`src/hdl/contiguous_first_fit_allocator_assert.svh`:
```
// ----------------------------------------------------------------------------
// Assertion macros for the contiguous first-fit allocator
// Each macro expects clk and rst_n in the scope where it is used.
// ----------------------------------------------------------------------------
`ifndef CONTIGUOUS_FIRST_FIT_ALLOCATOR_ASSERT_SVH
`define CONTIGUOUS_FIRST_FIT_ALLOCATOR_ASSERT_SVH

// The consequent must hold in the same cycle as the antecedent.
`define CFFA_ASSERT_SAME(lbl, ante, cons, msg) \
  lbl: assert property (@(posedge clk) disable iff (!rst_n) (ante) |-> (cons)) \
    else $error(msg);

// The consequent must hold in the cycle after the antecedent.
`define CFFA_ASSERT_NEXT(lbl, ante, cons, msg) \
  lbl: assert property (@(posedge clk) disable iff (!rst_n) (ante) |=> (cons)) \
    else $error(msg);

`endif

```
`src/hdl/cffa_pkg.sv`:
```
// ----------------------------------------------------------------------------
// cffa_pkg
// Types, widths and codes shared by the contiguous first-fit allocator.
// ----------------------------------------------------------------------------
package cffa_pkg;

  localparam int unsigned CELLS_DEF = 64;
  localparam int unsigned OWNER_W   = 8;
  localparam int unsigned LEN_W     = 7;
  localparam int unsigned BASE_W    = 6;

  localparam logic CMD_ALLOC = 1'b0;
  localparam logic CMD_FREE  = 1'b1;

  typedef struct packed {
    logic               command;
    logic [OWNER_W-1:0] owner_id;
    logic [LEN_W-1:0]   run_length;
  } in_t;

  typedef struct packed {
    logic              success;
    logic [BASE_W-1:0] base_index;
    logic              compacted;
  } out_t;

  typedef enum logic [3:0] {
    DP_NOP,
    DP_CLEAR,
    DP_LOAD,
    DP_ASCAN,
    DP_CINIT,
    DP_CSCAN,
    DP_FINIT_RUN,
    DP_FINIT_CMP,
    DP_FILL,
    DP_FSCAN
  } dp_op_t;

  typedef struct packed {
    logic found;
    logic scan_done;
    logic enough;
    logic fill_last;
    logic clear_last;
    out_t res;
  } dp_status_t;

endpackage

```
`src/hdl/cffa_ram.sv`:
```
// ----------------------------------------------------------------------------
// cffa_ram
// Generic single-write, single-read memory with a registered read port.
// ----------------------------------------------------------------------------
module cffa_ram #(
  parameter int unsigned WIDTH = 8,
  parameter int unsigned DEPTH = 64
) (
  input  logic                     clk,
  input  logic                     we,
  input  logic [$clog2(DEPTH)-1:0] wr_addr,
  input  logic [WIDTH-1:0]         wr_data,
  input  logic [$clog2(DEPTH)-1:0] rd_addr,
  output logic [WIDTH-1:0]         rd_data
);

  logic [WIDTH-1:0] mem_r [DEPTH];
  logic [WIDTH-1:0] rd_data_r;

  always_ff @(posedge clk) begin
    if (we) begin
      mem_r[wr_addr] <= wr_data;
    end
    rd_data_r <= mem_r[rd_addr];
  end

  assign rd_data = rd_data_r;

endmodule

```
`src/hdl/cffa_dpath.sv`:
```
// ----------------------------------------------------------------------------
// cffa_dpath
// Cell store, scan counters and run bookkeeping of the allocator.
// ----------------------------------------------------------------------------
module cffa_dpath #(
  parameter int unsigned CELLS = cffa_pkg::CELLS_DEF
) (
  input  logic                 clk,
  input  logic                 rst_n,
  input  cffa_pkg::in_t        in_data,
  input  cffa_pkg::dp_op_t     dp_cmd,
  output cffa_pkg::dp_status_t dp_st
);

  localparam int unsigned ADDR_W = $clog2(CELLS);
  localparam int unsigned CNT_W  = $clog2(CELLS + 1);
  localparam int unsigned CMP_W  = (CNT_W > cffa_pkg::LEN_W) ? CNT_W : cffa_pkg::LEN_W;
  localparam logic [ADDR_W-1:0] LAST_IDX = ADDR_W'(CELLS - 1);

  logic [ADDR_W-1:0] addr_r, addr_nxt;
  logic [ADDR_W-1:0] proc_idx_r, proc_idx_nxt;
  logic              proc_v_r, proc_v_nxt;
  logic [CNT_W-1:0]  run_len_r, run_len_nxt;
  logic [ADDR_W-1:0] run_start_r, run_start_nxt;
  logic [CNT_W-1:0]  total_free_r, total_free_nxt;
  logic              found_r, found_nxt;
  logic              scan_done_r, scan_done_nxt;
  logic [CNT_W-1:0]  cleared_r, cleared_nxt;
  logic [CNT_W-1:0]  dst_r, dst_nxt;
  logic [ADDR_W-1:0] base_r, base_nxt;
  logic              ok_r, ok_nxt;
  logic              cmp_r, cmp_nxt;
  logic              free_cmd_r, free_cmd_nxt;
  logic [cffa_pkg::OWNER_W-1:0] owner_r, owner_nxt;
  logic [cffa_pkg::LEN_W-1:0]   len_r, len_nxt;
  logic [CNT_W-1:0]  fill_k_r, fill_k_nxt;
  logic [CNT_W-1:0]  fill_total_r, fill_total_nxt;

  logic                         we;
  logic [ADDR_W-1:0]            wr_addr;
  logic [cffa_pkg::OWNER_W-1:0] wr_data;
  logic [cffa_pkg::OWNER_W-1:0] rd_data;
  logic [CNT_W-1:0]             run_inc;
  logic [CNT_W-1:0]             dst_dec;
  logic [ADDR_W-1:0]            addr_up;
  logic [ADDR_W-1:0]            addr_down;

  cffa_ram #(
    .WIDTH (cffa_pkg::OWNER_W),
    .DEPTH (CELLS)
  ) u_store (
    .clk     (clk),
    .we      (we),
    .wr_addr (wr_addr),
    .wr_data (wr_data),
    .rd_addr (addr_r),
    .rd_data (rd_data)
  );

  assign run_inc   = run_len_r + CNT_W'(1);
  assign dst_dec   = dst_r - CNT_W'(1);
  assign addr_up   = (addr_r == LAST_IDX) ? '0 : addr_r + ADDR_W'(1);
  assign addr_down = (addr_r == '0) ? LAST_IDX : addr_r - ADDR_W'(1);

  always_comb begin
    we             = 1'b0;
    wr_addr        = addr_r;
    wr_data        = '0;
    addr_nxt       = addr_r;
    proc_idx_nxt   = proc_idx_r;
    proc_v_nxt     = proc_v_r;
    run_len_nxt    = run_len_r;
    run_start_nxt  = run_start_r;
    total_free_nxt = total_free_r;
    found_nxt      = found_r;
    scan_done_nxt  = scan_done_r;
    cleared_nxt    = cleared_r;
    dst_nxt        = dst_r;
    base_nxt       = base_r;
    ok_nxt         = ok_r;
    cmp_nxt        = cmp_r;
    free_cmd_nxt   = free_cmd_r;
    owner_nxt      = owner_r;
    len_nxt        = len_r;
    fill_k_nxt     = fill_k_r;
    fill_total_nxt = fill_total_r;
    unique case (dp_cmd)
      cffa_pkg::DP_NOP: begin
      end
      cffa_pkg::DP_CLEAR: begin
        we       = 1'b1;
        wr_addr  = addr_r;
        wr_data  = '0;
        addr_nxt = addr_up;
      end
      cffa_pkg::DP_LOAD: begin
        owner_nxt      = in_data.owner_id;
        len_nxt        = in_data.run_length;
        free_cmd_nxt   = (in_data.command == cffa_pkg::CMD_FREE);
        addr_nxt       = '0;
        proc_v_nxt     = 1'b0;
        run_len_nxt    = '0;
        run_start_nxt  = '0;
        total_free_nxt = '0;
        found_nxt      = 1'b0;
        scan_done_nxt  = 1'b0;
        cleared_nxt    = '0;
        base_nxt       = '0;
        ok_nxt         = 1'b0;
        cmp_nxt        = 1'b0;
      end
      cffa_pkg::DP_ASCAN: begin
        addr_nxt     = addr_up;
        proc_v_nxt   = 1'b1;
        proc_idx_nxt = addr_r;
        if (proc_v_r && !found_r && !scan_done_r) begin
          if (rd_data == '0) begin
            run_len_nxt    = run_inc;
            total_free_nxt = total_free_r + CNT_W'(1);
            if (run_len_r == '0) begin
              run_start_nxt = proc_idx_r;
            end
            if (CMP_W'(run_inc) >= CMP_W'(len_r)) begin
              found_nxt = 1'b1;
              base_nxt  = (run_len_r == '0) ? proc_idx_r : run_start_r;
            end
          end else begin
            run_len_nxt = '0;
          end
          if (proc_idx_r == LAST_IDX) begin
            scan_done_nxt = 1'b1;
          end
        end
      end
      cffa_pkg::DP_CINIT: begin
        addr_nxt      = LAST_IDX;
        proc_v_nxt    = 1'b0;
        scan_done_nxt = 1'b0;
        dst_nxt       = CNT_W'(CELLS);
      end
      cffa_pkg::DP_CSCAN: begin
        addr_nxt     = addr_down;
        proc_v_nxt   = 1'b1;
        proc_idx_nxt = addr_r;
        if (proc_v_r && !scan_done_r) begin
          if (rd_data != '0) begin
            we      = 1'b1;
            wr_addr = ADDR_W'(dst_dec);
            wr_data = rd_data;
            dst_nxt = dst_dec;
          end
          if (proc_idx_r == '0) begin
            scan_done_nxt = 1'b1;
          end
        end
      end
      cffa_pkg::DP_FINIT_RUN: begin
        fill_k_nxt     = '0;
        fill_total_nxt = CNT_W'(len_r);
        ok_nxt         = 1'b1;
      end
      cffa_pkg::DP_FINIT_CMP: begin
        fill_k_nxt     = '0;
        fill_total_nxt = total_free_r;
        base_nxt       = '0;
        ok_nxt         = 1'b1;
        cmp_nxt        = 1'b1;
      end
      cffa_pkg::DP_FILL: begin
        we         = 1'b1;
        wr_addr    = ADDR_W'(CNT_W'(base_r) + fill_k_r);
        wr_data    = (CMP_W'(fill_k_r) < CMP_W'(len_r)) ? owner_r : '0;
        fill_k_nxt = fill_k_r + CNT_W'(1);
      end
      cffa_pkg::DP_FSCAN: begin
        addr_nxt     = addr_up;
        proc_v_nxt   = 1'b1;
        proc_idx_nxt = addr_r;
        if (proc_v_r && !scan_done_r) begin
          if ((rd_data == owner_r) && (CMP_W'(cleared_r) < CMP_W'(len_r))) begin
            we          = 1'b1;
            wr_addr     = proc_idx_r;
            wr_data     = '0;
            cleared_nxt = cleared_r + CNT_W'(1);
          end
          if (proc_idx_r == LAST_IDX) begin
            scan_done_nxt = 1'b1;
          end
        end
      end
      default: begin
      end
    endcase
  end

  always_ff @(posedge clk) begin
    if (!rst_n) begin
      addr_r   <= '0;
      proc_v_r <= 1'b0;
    end else begin
      addr_r   <= addr_nxt;
      proc_v_r <= proc_v_nxt;
    end
    proc_idx_r   <= proc_idx_nxt;
    run_len_r    <= run_len_nxt;
    run_start_r  <= run_start_nxt;
    total_free_r <= total_free_nxt;
    found_r      <= found_nxt;
    scan_done_r  <= scan_done_nxt;
    cleared_r    <= cleared_nxt;
    dst_r        <= dst_nxt;
    base_r       <= base_nxt;
    ok_r         <= ok_nxt;
    cmp_r        <= cmp_nxt;
    free_cmd_r   <= free_cmd_nxt;
    owner_r      <= owner_nxt;
    len_r        <= len_nxt;
    fill_k_r     <= fill_k_nxt;
    fill_total_r <= fill_total_nxt;
  end

  always_comb begin
    dp_st.found      = found_r;
    dp_st.scan_done  = scan_done_r;
    dp_st.enough     = (CMP_W'(total_free_r) >= CMP_W'(len_r));
    dp_st.fill_last  = (fill_k_r == fill_total_r - CNT_W'(1));
    dp_st.clear_last = (addr_r == LAST_IDX);
    if (free_cmd_r) begin
      dp_st.res.success    = (CMP_W'(cleared_r) == CMP_W'(len_r));
      dp_st.res.base_index = '0;
      dp_st.res.compacted  = 1'b0;
    end else begin
      dp_st.res.success    = ok_r || (len_r == '0);
      dp_st.res.base_index = ok_r ? cffa_pkg::BASE_W'(base_r) : '0;
      dp_st.res.compacted  = cmp_r;
    end
  end

endmodule

```
`src/hdl/cffa_ctrl.sv`:
```
// ----------------------------------------------------------------------------
// cffa_ctrl
// Command sequencer of the allocator and the result register.
// ----------------------------------------------------------------------------
module cffa_ctrl (
  input  logic                 clk,
  input  logic                 rst_n,
  input  logic                 in_valid,
  output logic                 in_ready,
  input  cffa_pkg::in_t        in_data,
  output logic                 out_valid,
  input  logic                 out_ready,
  output cffa_pkg::out_t       out_data,
  output cffa_pkg::dp_op_t     dp_cmd,
  input  cffa_pkg::dp_status_t dp_st
);

  typedef enum logic [2:0] {
    S_CLEAR,
    S_IDLE,
    S_ASCAN,
    S_CSCAN,
    S_FILL,
    S_FSCAN,
    S_DONE
  } state_t;

  state_t         state_r, state_nxt;
  logic           out_valid_r, out_valid_nxt;
  cffa_pkg::out_t out_data_r, out_data_nxt;

  always_comb begin
    state_nxt     = state_r;
    dp_cmd        = cffa_pkg::DP_NOP;
    out_valid_nxt = out_valid_r && !out_ready;
    out_data_nxt  = out_data_r;
    unique case (state_r)
      S_CLEAR: begin
        dp_cmd = cffa_pkg::DP_CLEAR;
        if (dp_st.clear_last) begin
          state_nxt = S_IDLE;
        end
      end
      S_IDLE: begin
        if (in_valid) begin
          dp_cmd = cffa_pkg::DP_LOAD;
          if (in_data.command == cffa_pkg::CMD_FREE) begin
            state_nxt = S_FSCAN;
          end else if (in_data.run_length == '0) begin
            state_nxt = S_DONE;
          end else begin
            state_nxt = S_ASCAN;
          end
        end
      end
      S_ASCAN: begin
        if (dp_st.found) begin
          dp_cmd    = cffa_pkg::DP_FINIT_RUN;
          state_nxt = S_FILL;
        end else if (dp_st.scan_done) begin
          if (dp_st.enough) begin
            dp_cmd    = cffa_pkg::DP_CINIT;
            state_nxt = S_CSCAN;
          end else begin
            state_nxt = S_DONE;
          end
        end else begin
          dp_cmd = cffa_pkg::DP_ASCAN;
        end
      end
      S_CSCAN: begin
        if (dp_st.scan_done) begin
          dp_cmd    = cffa_pkg::DP_FINIT_CMP;
          state_nxt = S_FILL;
        end else begin
          dp_cmd = cffa_pkg::DP_CSCAN;
        end
      end
      S_FILL: begin
        dp_cmd = cffa_pkg::DP_FILL;
        if (dp_st.fill_last) begin
          state_nxt = S_DONE;
        end
      end
      S_FSCAN: begin
        if (dp_st.scan_done) begin
          state_nxt = S_DONE;
        end else begin
          dp_cmd = cffa_pkg::DP_FSCAN;
        end
      end
      S_DONE: begin
        if (!out_valid_r || out_ready) begin
          out_valid_nxt = 1'b1;
          out_data_nxt  = dp_st.res;
          state_nxt     = S_IDLE;
        end
      end
      default: begin
        state_nxt = S_IDLE;
      end
    endcase
  end

  always_ff @(posedge clk) begin
    if (!rst_n) begin
      state_r     <= S_CLEAR;
      out_valid_r <= 1'b0;
    end else begin
      state_r     <= state_nxt;
      out_valid_r <= out_valid_nxt;
    end
    out_data_r <= out_data_nxt;
  end

  assign in_ready  = (state_r == S_IDLE);
  assign out_valid = out_valid_r;
  assign out_data  = out_data_r;

endmodule

```
`src/hdl/contiguous_first_fit_allocator.sv`:
```
// ----------------------------------------------------------------------------
// contiguous_first_fit_allocator
// First-fit allocator of contiguous cell runs with compaction on demand.
//
//   Channel   Ports                          Carries
//   input     in_valid, in_ready, in_data    command, owner_id, run_length
//   result    out_valid, out_ready, out_data success, base_index, compacted
//
// A free scans the whole store once; an allocation runs the first-fit scan,
// a compaction scan when it has to compact, and then writes one cell at a
// time, which after a compaction covers every free cell.
// After reset the store is cleared cell by cell before in_ready rises.
// One item is in work at a time; a finished result waits in the output
// register while the next item is taken.
// ----------------------------------------------------------------------------
`include "contiguous_first_fit_allocator_assert.svh"

module contiguous_first_fit_allocator #(
  parameter int unsigned CELLS = cffa_pkg::CELLS_DEF
) (
  input  logic           clk,
  input  logic           rst_n,
  input  logic           in_valid,
  output logic           in_ready,
  input  cffa_pkg::in_t  in_data,
  output logic           out_valid,
  input  logic           out_ready,
  output cffa_pkg::out_t out_data
);

  cffa_pkg::dp_op_t     dp_cmd;
  cffa_pkg::dp_status_t dp_st;
  logic                 in_take;
  logic                 zero_alloc;
  logic                 cmp_start;

  cffa_ctrl u_ctrl (
    .clk       (clk),
    .rst_n     (rst_n),
    .in_valid  (in_valid),
    .in_ready  (in_ready),
    .in_data   (in_data),
    .out_valid (out_valid),
    .out_ready (out_ready),
    .out_data  (out_data),
    .dp_cmd    (dp_cmd),
    .dp_st     (dp_st)
  );

  cffa_dpath #(
    .CELLS (CELLS)
  ) u_dpath (
    .clk     (clk),
    .rst_n   (rst_n),
    .in_data (in_data),
    .dp_cmd  (dp_cmd),
    .dp_st   (dp_st)
  );

  assign in_take    = in_valid && in_ready;
  assign zero_alloc = in_take && (in_data.command == cffa_pkg::CMD_ALLOC)
                      && (in_data.run_length == '0);
  assign cmp_start  = (dp_cmd == cffa_pkg::DP_FINIT_CMP);

  `CFFA_ASSERT_NEXT(a_busy_after_accept, in_take, !in_ready, "item taken while busy")
  `CFFA_ASSERT_SAME(a_compact_needs_room, cmp_start, dp_st.enough, "compaction without room")
  `CFFA_ASSERT_NEXT(a_zero_alloc_ok, zero_alloc, dp_st.res.success, "empty allocation failed")

endmodule

```
`config.mk`:
```
export PLATFORM = sky130hd
export DESIGN_NAME = contiguous_first_fit_allocator
export DESIGN_NICKNAME = d
export VERILOG_FILES = /design/src/hdl/cffa_pkg.sv /design/src/hdl/cffa_ram.sv /design/src/hdl/cffa_dpath.sv /design/src/hdl/cffa_ctrl.sv /design/src/hdl/contiguous_first_fit_allocator.sv
export VERILOG_INCLUDE_DIRS = /design/src /design/src/hdl
export SDC_FILE = /design/constraint.sdc
export NUM_CORES = 1
export LEC_CHECK = 0
export ABC_AREA = 1
export BUFFER_PORTS_ARGS = -buffer_cell sky130_fd_sc_hd__buf_2
export CAP_MARGIN = 20
export CORE_MARGIN = 5
export CORE_UTILIZATION = 57
export DETAILED_ROUTE_END_ITERATION = 8
export PLACE_DENSITY_LB_ADDON = 0.08
export SYNTH_ARGS = -nofsm -noshare
export SYNTH_HDL_FRONTEND = slang
export SYNTH_SLANG_ARGS = --single-unit
```
`constraint.sdc`:
```
create_clock -name clk -period 4.2 [get_ports clk]
set_input_delay 0.21 -clock clk [delete_from_list [all_inputs] [get_ports clk]]
set_output_delay 0.21 -clock clk [all_outputs]
set_load 0.02 [all_outputs]
```
# ---- Word-level counts from Yosys, hierarchy flattened
# Memories as Yosys holds them, arrays and structs flattened. A register that Yosys moved wholly into a read port is not among the register bits.
# Index checks and enable logic that the tools add are counted.
dict set report op_classes {
  n_lt_le_gt_ge 4
  add_sub_neg 9
  n_mux 77
  n_reduce_logical 46
  bitwise 1
  n_eq_ne 35
}
# operator n
set ops {}
lappend ops {{$pmux W7 S2} 6}
lappend ops {{$mux W6} 13}
lappend ops {{$mux W7} 8}
lappend ops {{$mux W3} 13}
lappend ops {{$mux W8} 4}
lappend ops {{$add A7 B1 Y7 const B} 4}
lappend ops {{$pmux W4 S6} 1}
lappend ops {{$pmux W6 S2} 2}
lappend ops {{$pmux W6 S4} 1}
lappend ops {{$ne A2 B1 Y1 const B} 11}
lappend ops {{$logic_not A7 Y1} 3}
lappend ops {{$pmux W3 S7} 1}
lappend ops {{$pmux W6 S3} 1}
lappend ops {{$reduce_bool A2 Y1} 9}
lappend ops {{$eq A4 B3 Y1 const B} 4}
lappend ops {{$mux W1} 16}
lappend ops {{$pmux W8 S2} 1}
lappend ops {{$eq A7 B7 Y1} 2}
lappend ops {{$ge A7 B7 Y1} 2}
lappend ops {{$lt A7 B7 Y1} 2}
lappend ops {{$sub A7 B1 Y7 const B} 2}
lappend ops {{$eq A6 B6 Y1 const B} 2}
lappend ops {{$logic_not A6 Y1} 2}
lappend ops {{$reduce_or A2 Y1} 5}
lappend ops {{other kinds (31)} 57}
dict set report totals {
  in_bits 20
  out_inout_bits 10
  memories 1
  ramBits 512
  register_bits 99
}
# name words word_bits read_ports rd_clocked_by_memory_dff wr line
set mem_list {}
lappend mem_list {u_dpath.u_store.mem_r 64 8 1 1 1 cffa_ram.sv:17} ;# logic [WIDTH-1:0] mem_r [DEPTH];

# ---- Depth between registers and ports, before layout
# Gate-level depths: netlist (run 1).
dict set report logic_depth {
  depth_word 10
  ltp_mapped 15
  depth_no_buf 15
}

# ---- By module
# Synthesis (run 1) repeated with hierarchy kept, for this count alone.
dict set report unflattened {
  cells_unflattened 2620
  hier_area_um2 27893.0
}
# mod cells_per_inst area_each_um2 instances
set modules_own_cells {}
lappend modules_own_cells {cffa_ram 1819 21299.2 1}
lappend modules_own_cells {cffa_dpath 707 5820.6 1}
lappend modules_own_cells {cffa_ctrl 94 773.2 1}

# ---- Worst setup path after synthesis (run 1)
# No wires, ideal clock.
dict set report synth_path {
  kind {reg-to-reg}
  startpoint {reg u_ctrl.state_r[1]}
  endpoint {mem u_dpath.u_store.mem_r[0][0], data pin}
  synth_period_minus_slack_ns 4.634
  setup_ns 0.730
  t_arrival_ns 3.904
  required_time_ns 3.470
  setup_slack_ns -0.434
  path_stages_with_launch 8
  path_cell_list {dfxtp_1 inv_2 nor2_4 nand2_4 nor2_8 inv_6 clkbuf_1 o32ai_1}
}
dict set report synth_via {
  elab_chain_cells 4
}
# element line
set synth_lines {}
lappend synth_lines {{start: declaration} cffa_ctrl.sv:28} ;# state_t state_r, state_nxt;
lappend synth_lines {{start signal: assignment} cffa_ctrl.sv:110} ;# state_r <= state_nxt;
lappend synth_lines {{$eq A3 B3 Y1, or another cell as far along} cffa_ctrl.sv:37} ;# unique case (state_r)
lappend synth_lines {{$pmux W4 S6 (*)} cffa_ctrl.sv:37}
lappend synth_lines {{$eq A4 B4 Y1 / $eq A4 B3 Y1 (equally long branches)} cffa_dpath.sv:87} ;# unique case (dp_cmd)
lappend synth_lines {{$pmux W8 S2 (*)} cffa_dpath.sv:87}
lappend synth_lines {{via u_dpath.u_store.wr_data[0]} cffa_ram.sv:12} ;# input logic [WIDTH-1:0] wr_data,
lappend synth_lines {{end: declaration} cffa_ram.sv:17}
# Mark *: on every way through the listed nets, which the timed path passes. The rest lies on a longest branch.

# ---- Worst setup path in the final report (run 1)
dict set report layout_path {
  startpoint {reg u_dpath.len_r[6] (netlist bit)}
  endpoint {mem u_dpath.u_store.mem_r[1][3] (enable)}
}
dict set report layout_via {
  elab_chain_cells 10
}
# element line
set layout_lines {}
lappend layout_lines {{start: declaration} cffa_dpath.sv:35} ;# logic [cffa_pkg::LEN_W-1:0] len_r, len_nxt;
lappend layout_lines {{start signal: assignment} cffa_dpath.sv:217} ;# len_r <= len_nxt;
lappend layout_lines {{$ge A7 B7 Y1} cffa_dpath.sv:225} ;# dp_st.enough = (CMP_W'(total_free_r) >= CMP_W'(len_r));
lappend layout_lines {{$mux W3} cffa_ctrl.sv:61} ;# if (dp_st.enough) begin
lappend layout_lines {{$mux W3} cffa_ctrl.sv:60} ;# end else if (dp_st.scan_done) begin
lappend layout_lines {{$mux W4} cffa_ctrl.sv:57} ;# if (dp_st.found) begin
lappend layout_lines {{$pmux W4 S6} cffa_ctrl.sv:37}
lappend layout_lines {{$eq A4 B1 Y1 / $eq A4 B4 Y1 (equally long branches)} cffa_dpath.sv:87}
lappend layout_lines {{$reduce_or A2 Y1 (no source line)} --}
lappend layout_lines {{$pmux W1 S3} cffa_dpath.sv:87}
lappend layout_lines {{$mux W1} cffa_ram.sv:21} ;# if (we) begin
lappend layout_lines {{$mux W1 (not written as such)} cffa_ram.sv:22} ;# mem_r[wr_addr] <= wr_data;
# Parallel ways exist; a longest one is shown, timed or not.

==> results.md, run 1 <==
- Slowest-stage cell, CP: nor2_1
- Vias: roughly 19,000
- Worst-path fanout max: 8
- Antenna Violating Nets Remaining: 0
- Main area contributors after synthesis: edfxtp_1 (66%), nor2_1 (6.0%), o21ai_0 (5.2%)
- Reg2Reg Setup Slack: 0.54 ns
- Period utilization: roughly 87%
- Fin. Hold Viols: 0
- Placement Cell Area: 28,330 µm²
- Antenna fix cells: 0
- Die X: 228.2 µm
- R2r endpoint: u_dpath.u_store.mem_r[1][3]
- Ys Warns: 0
- Endpoint class of the critical path: flip-flop
- Fmax: ~270 MHz
- Vias per inst: just over 6
- Crit path top cell by count: nand3_2
- Crit path arrival time: 3.92 ns
- Filler Cell Count: 3,659
- Post-CTS setup buffer count: 0
- Starting Density: 57.22%
- Max clock buf depth: 3
- CTS Hold Bufs: 18
- Worst slew margin: 40.61%
- DRC: 0
- Clock Sinks: 618
- Register area share after synthesis: 67.65%
- Slowest cell delay on critical path: 0.66 ns
- Post-Synthesis Cells: 2,336
- Min Clock Period, post-route: 3.657 ns
- Most frequent cell after synthesis: edfxtp_1
- Flops & latches, synth: 618
- Clock Latency Late Sink: between 0.6 and 0.7 ns
- IO Port Bufs: 29
- Min-Delay Path Class: in -> reg
- Avg WL per Cell: 22.56 µm
- Post-DP HPWL: 42,810 µm
- MaxCap Viol Count: 0
- Cell area after layout: 30,470 µm²
- Setup violation total in the final timing report: 0
- Post-layout net count: 2,454
- Largest net degree at the start of global routing: 167
- Hold Startpoint: in_valid
- Share of cells above drive strength 1: 11.04%
- DRT iter0 DRCs: about 1,900
- Gr ovfl total: 0
- Die H: 228.2 µm
- Cells on Worst Hold Path: 5
- Unrepaired setup endpoints after global routing: false
- Vias in the first global route: 18,233
- Die ar.: ~52,000 µm²
- Clock skew: 0.01724 ns
- Primary FF master, synth: edfxtp_1
- Critical path startpoint category: flip-flop
- Outcome: completed
- Core region area: 47,450 µm²
- Worst endpoint required time: 4.47 ns
- Worst hold endpoint: u_dpath.ok_r
- Register-to-Register Path Depth: 13
- Clock Tree Root: clkbuf_16
- Gr usage total: 26.09%
- CTS HTree Levels: 2
- CTS tree: yes
- Inserted Clock Buffers: 61
- PostCTS Resize Cnt: 0
- Post-synth cell types: 53
- Post-synth design cell area: 27,150 µm²
- Global-route wire length before repair: 106,200 µm
- PD cells: 531.7 nW/µm²
- First-pass DRT Iterations: 6
- Antenna violations before repair: 0
- Setup TNS Final: 0 ns
- Synthesis-to-finish area growth: 12.24%
- Ports: 30
- Syn Nets: approximately 2,400
- Worst path cell trace: inv_1 > ha_1 > a21oi_1 > nand2_1 > nor2_1 > nand3_2 > nand2_2 > nand2_2 > nand2_1 > nand3_2 > nor2_4 > nand3_2 > nor2_1
- Max Slew Vio Count: 0
- Leak: 9.921 nW
- Pwr Total: 16.20 mW
- Routability congestion estimate from global placement: roughly 0.89
- Row Count: 80
- Worst-margin pin slew: 0.8899 ns
- Clock slew at the register clock pins of the worst setup and hold paths: 0.06 ns
- Area share of the largest cell type after synthesis: 66.25%
- Avg Cell Area, Syn: 11.62 µm²
- EDFF count, synth: around 600
- Biggest area consumer among synthesized cells: edfxtp_1
- R2r startpoint: u_dpath.len_r[6]
- Max IR drop VDD: around 0.37 mV
- Ys async rst share: 0%
- Top cells by count, synth: edfxtp_1 (599), nor2_1 (437), o21ai_0 (281), nand2_1 (244), inv_1 (109)
- Total routed wirelength: ~70,000 µm
- Crit path kind: reg -> reg
==> per-layer routing <==
| layer | up-vias | global-route usage (%) | part of all wire, % |
|---|---|---|---|
| met5 | - | 0 | 0 |
| met4 | 0 | 9.038 | 3.3 |
| met3 | 131 | 4.228 | 7.0 |
| met2 | 755 | 43.85 | 48 |
| met1 | 9141 | 35.00 | 41 |
| li1 | 8567 | - | - |
==> cells in the final DEF, fill, tap and decap left out, types with 5 or more instances in the layout <==
cell type,n
edfxtp_1,599
clkbuf_16,62
nor3b_1,5
inv_2,15
xnor2_1,6
nor2_4,16
nand4_1,38
nand3_1,98
nor3_1,8
nand2_4,6
inv_1,107
xor2_1,21
nor2_2,7
nand3_2,13
o211ai_1,22
dlygate4sd3_1,18
nand3_4,6
buf_4,49
nand2_2,6
ha_1,42
o21ai_0,281
a21oi_1,49
nand2_1,244
o221ai_1,45
o22ai_1,85
dfxtp_1,16
clkbuf_1,15
clkinv_1,16
clkinv_2,9
nor2_1,435
buf_2,29
bufinv_16,7
o32ai_4,8
buf_12,9
==> kinds of logic after synthesis <==
kind of cell               count (synthesis)  synth area share (%)
adders and majority gates                 43                 2.009
AOI/OAI and AO/OA                        507                 10.91
muxes                                      2               0.07374
buffers and inverters                    241                 3.438
and+or+nand+nor                          898                 15.05
xor gates and xnor gates                  27                0.8710
DFF                                      618                 67.65
==> critical path, delay by kind of cell, from the launching register on <==
family	cells	cell delay, ns
adders and majority gates	1	0.30
AOI/OAI and AO/OA	1	0.20
buffers and inverters	1	0.20
DFF	1	0.38
and+or+nand+nor	10	2.19
==> stage by stage <==
stage	utilization (%)	hold slack, ns	cells	setup WS, ns
6_report	64.23	0.1559	3052	0.5426
5_1_grt	64.23	0.1874	3052	0.2458
4_1_cts	64.21	0.1265	3051	0.5078
3_5_place_dp	59.72	0.3900	2924	0.5029
3_3_place_gp	59.72	0.3877	2924	0.5933
2_1_floorplan	-	0.3089	2336	-0.4342
==> final cells by class <==
cell class	instances	area, µm²	area share (%)
sequential	618	18380	60.30
multi-input combinational	1477	8004	26.26
tap	615	769.5	2.525
inverter	127	490.5	1.609
clock buffer	77	1608	5.276
timing repair buffer	106	880.8	2.890
clock inverter	32	345.3	1.133
==> power by group <==
part / total (mW) / switching [mW] / internal [mW]
Clock: 5.39 / 2.27 / 3.12
Combinational: 3.58 / 2.61 / 0.963
Sequential: 7.24 / 0.260 / 6.98
==> how the worst max path moves through the flow <==
stage / from / to / slack, ns / depth (start not counted)
floorplan: u_ctrl.state_r[1] / u_dpath.u_store.mem_r[0][0] / -0.43 / 7
global route: u_dpath.len_r[6] / u_dpath.u_store.mem_r[1][3] / 0.25 / 13
finish: u_dpath.len_r[6] / u_dpath.u_store.mem_r[1][3] / 0.54 / 13
detailed placement: u_dpath.len_r[6] / u_dpath.u_store.mem_r[1][0] / 0.50 / 13
CTS: u_dpath.len_r[6] / u_dpath.u_store.mem_r[1][4] / 0.51 / 13
global placement: u_dpath.len_r[6] / u_dpath.u_store.mem_r[1][5] / 0.59 / 13
==> registers in the layout, indices dropped and copies added, names as in the netlist <==
register / count
u_ctrl.state_r: 3
u_dpath.run_len_r: 7
u_dpath.dst_r: 6
u_dpath.addr_r: 6
u_dpath.found_r: 1
u_dpath.proc_idx_r: 6
u_dpath.scan_done_r: 1
u_dpath.total_free_r: 7
u_ctrl.out_valid: 1
u_dpath.cmp_r: 1
u_dpath.fill_total_r: 7
u_dpath.proc_v_r: 1
u_dpath.fill_k_r: 7
u_dpath.base_r: 6
u_dpath.free_cmd_r: 1
u_dpath.ok_r: 1
u_dpath.u_store.rd_data: 8
u_dpath.u_store.mem_r: 512
u_dpath.owner_r: 8
u_ctrl.out_data: 8
u_dpath.len_r: 7
u_dpath.run_start_r: 6
u_dpath.cleared_r: 7
(Power assumes the default switching activity.)
==> inputs of run 2 (changes only) <==
Settings changed: BUFFER_PORTS_ARGS -buffer_cell sky130_fd_sc_hd__buf_2 to not set, DONT_BUFFER_PORTS set to 1.
==> run 2 against run 1 <==
Via count decreased by 0.90%. Worst setup slack improved by 0.10 ns. Largest power group unchanged. Highest routed layer unchanged. Critical endpoint is now u_dpath.u_store.mem_r[4][6]. Cell area about the same.
==> results.md, run 2 (synthesis gave the netlist of run 1 again) <==
- Max Slew Vio Count: 0
- CTS tree: yes
- Outcome: completed
- DRC: 0
- Setup violation total in the final timing report: 0
- Layout Utilization: 64.26%
- Worst path cell trace: inv_1 > ha_1 > nand2_1 > nand2_1 > nand3_1 > nand2_1 > nor2_1 > nand3_2 > nand2_1 > nand2_1 > nand2_1 > nand3_4 > nor2_4 > nand3_2 > nor2_1
- Core region area: 47,450 µm²
- Starting Density: between 50% and 60%
- PostCTS Resize Cnt: 0
- IO Port Bufs: 0
- Ports: 30
- Register-to-Register Path Depth: 15
- Sequential cell area: roughly 18,000 µm²
- Commonest non-fill, non-tap cell in the layout: edfxtp_1
- Worst-margin pin slew: between 0.9 and 1 ns
- Filler Cell Count: 3,703
- Slowest cell delay on critical path: 0.62 ns
- Post-DP HPWL: 42,820 µm
- Post-layout net count: 2,449
- Worst-path fanout max: 10
- MaxCap Viol Count: 0
- Share of cells above drive strength 1: 10.93%
- Synthesis-to-finish area growth: 12.30%
- R2r endpoint: u_dpath.u_store.mem_r[4][6]
- CP delay by family, top: simple AND/OR/NAND/NOR gates
- Vias: approximately 18,000
- Antenna Violating Nets Remaining: 0
- Cells on Worst Hold Path: 4
- DRT iter0 DRCs: 1,825
- Routability congestion estimate from global placement: 0.8942
- Slowest-stage cell, CP: nor2_1
- Clock Latency Late Sink: 0.59 ns
- Post-place setup slack: 0.6979 ns
- Worst slew margin: 38.97%
- Worst hold endpoint: u_ctrl.state_r[2]
- Die X: 228.2 µm
- Max FFs per register: 512
- WP depth: 15
- Crit path top cell by count: nand2_1
- Clock skew: 0.01823 ns
- Antenna violations before repair: 0
- Global-route wire length before repair: between 100,000 and 150,000 µm
- Setup WS post-layout: 0.6443 ns
- Max clock buf depth: 3
- Antenna fix cells: 0
- Vias per inst: 6.046
- PD cells: 537.3 nW/µm²
- # placed instances: 2,915
- Period utilization: between 80% and 90%
- R2r startpoint: u_dpath.len_r[4]
- Row Count: 80
- Fmax: ~280 MHz
- Most frequent cells in the layout: edfxtp_1 (599), nor2_1 (435), o21ai_0 (281), nand2_1 (244), inv_1 (107)
- Reg2Reg Setup Slack: 0.64 ns
- Avg WL per Cell: 22.46 µm
- Area of the multi-input gates: around 8000 µm²
- CTS HTree Levels: 3
- Gr ovfl total: 0
- Die H: 228.2 µm
- Worst endpoint required time: 4.43 ns
- Clock Sinks: 618
- Clock slew at the register clock pins of the worst setup and hold paths: around 0.06 ns
- Crit path arrival time: 3.78 ns
- Vias in the first global route: 18,051
- Fin. Hold Viols: 0
- Endpoint class of the critical path: flip-flop
- Hold Startpoint: in_valid
- Critical path startpoint category: flip-flop
- Largest net degree at the start of global routing: ~170
- Die ar.: 52,100 µm²
- Leak: 9.932 nW
- Min-Delay Path Class: in -> reg
- First-pass DRT Iterations: 8
- Min Clock Period, post-route: 3.556 ns
- Bufs and invs on worst path: 1
- Clock Tree Root: clkbuf_16
- Largest Register: u_dpath.u_store.mem_r
- Gr usage total: 25.97%
- Unrepaired setup endpoints after global routing: false
- Final non-filler cell total: 3,048
- Max IR drop VDD: 0.6219 mV
- Total routed wirelength: 68,460 µm
- Post-CTS setup buffer count: 0
- Inserted Clock Buffers: 66
- Crit path kind: reg -> reg
-- run 2: worst register-to-register path, cell delays in order, from the launching register on --
cell      delay (ns)
edfxtp_1        0.37
inv_1           0.21
ha_1            0.29
nand2_1         0.08
nand2_1         0.05
nand3_1         0.07
nand2_1         0.05
nor2_1          0.43
nand3_2         0.17
nand2_1         0.08
nand2_1         0.05
nand2_1         0.09
nand3_4         0.16
nor2_4          0.20
nand3_2         0.27
nor2_1          0.62
-- run 2: worst max-delay path by stage --
stage	from	end	slack [ns]
after floorplan	u_ctrl.state_r[1]	u_dpath.u_store.mem_r[0][0]	-0.43
after global placement	u_dpath.len_r[4]	u_dpath.u_store.mem_r[44][6]	0.76
after detailed placement	u_dpath.len_r[4]	u_dpath.u_store.mem_r[4][6]	0.70
after CTS	u_dpath.fill_k_r[0]	u_dpath.u_store.mem_r[44][2]	0.69
after global routing	u_dpath.len_r[4]	u_dpath.u_store.mem_r[4][4]	0.37
final	u_dpath.len_r[4]	u_dpath.u_store.mem_r[4][6]	0.64
-- run 2: power breakdown --
part | leakage [nW] | switching (mW) | internal, mW
Sequential | 4.86 | 0.169 | 6.98
Combinational | 4.08 | 2.72 | 0.981
Clock | 0.999 | 2.32 | 3.22
Total | 9.93 | 5.21 | 11.2
-- run 2: layout make-up --
cell class	instances	area share, %
repair buffers	96	2.635
multi-input cells	1477	26.25
clock inverters	34	0.9685
inverters	127	1.609
well taps	615	2.524
clock buffers	81	5.741
flip-flops and latches	618	60.27
-- run 2: stage by stage --
step	total power, mW	hold slack, ns	area [µm²]	TNS [ns]
floorplan	9.658	0.3089	27150	-210.53
finish	16.38	0.08281	30490	0
global route	17.13	0.1147	30490	0
detailed placement	10.91	0.3089	28260	0
CTS	16.45	0.05772	30490	0
global placement	10.86	0.3089	28260	0
-- run 2: layer usage --
layer | track usage [%] | up-vias | wire length [µm]
li1 | - | 8555 | -
met1 | 35.50 | 8947 | 27890
met2 | 42.88 | 789 | 33030
met3 | 4.016 | 136 | 5286
met4 | 9.435 | 0 | 2248
met5 | 0 | - | 0
-- run 2: what timing repair did --
action                                  in CTS  in global routing
endpoints found under the setup margin       0                  0
endpoints found under the hold margin       27                  0
hold buffers                                18                  0
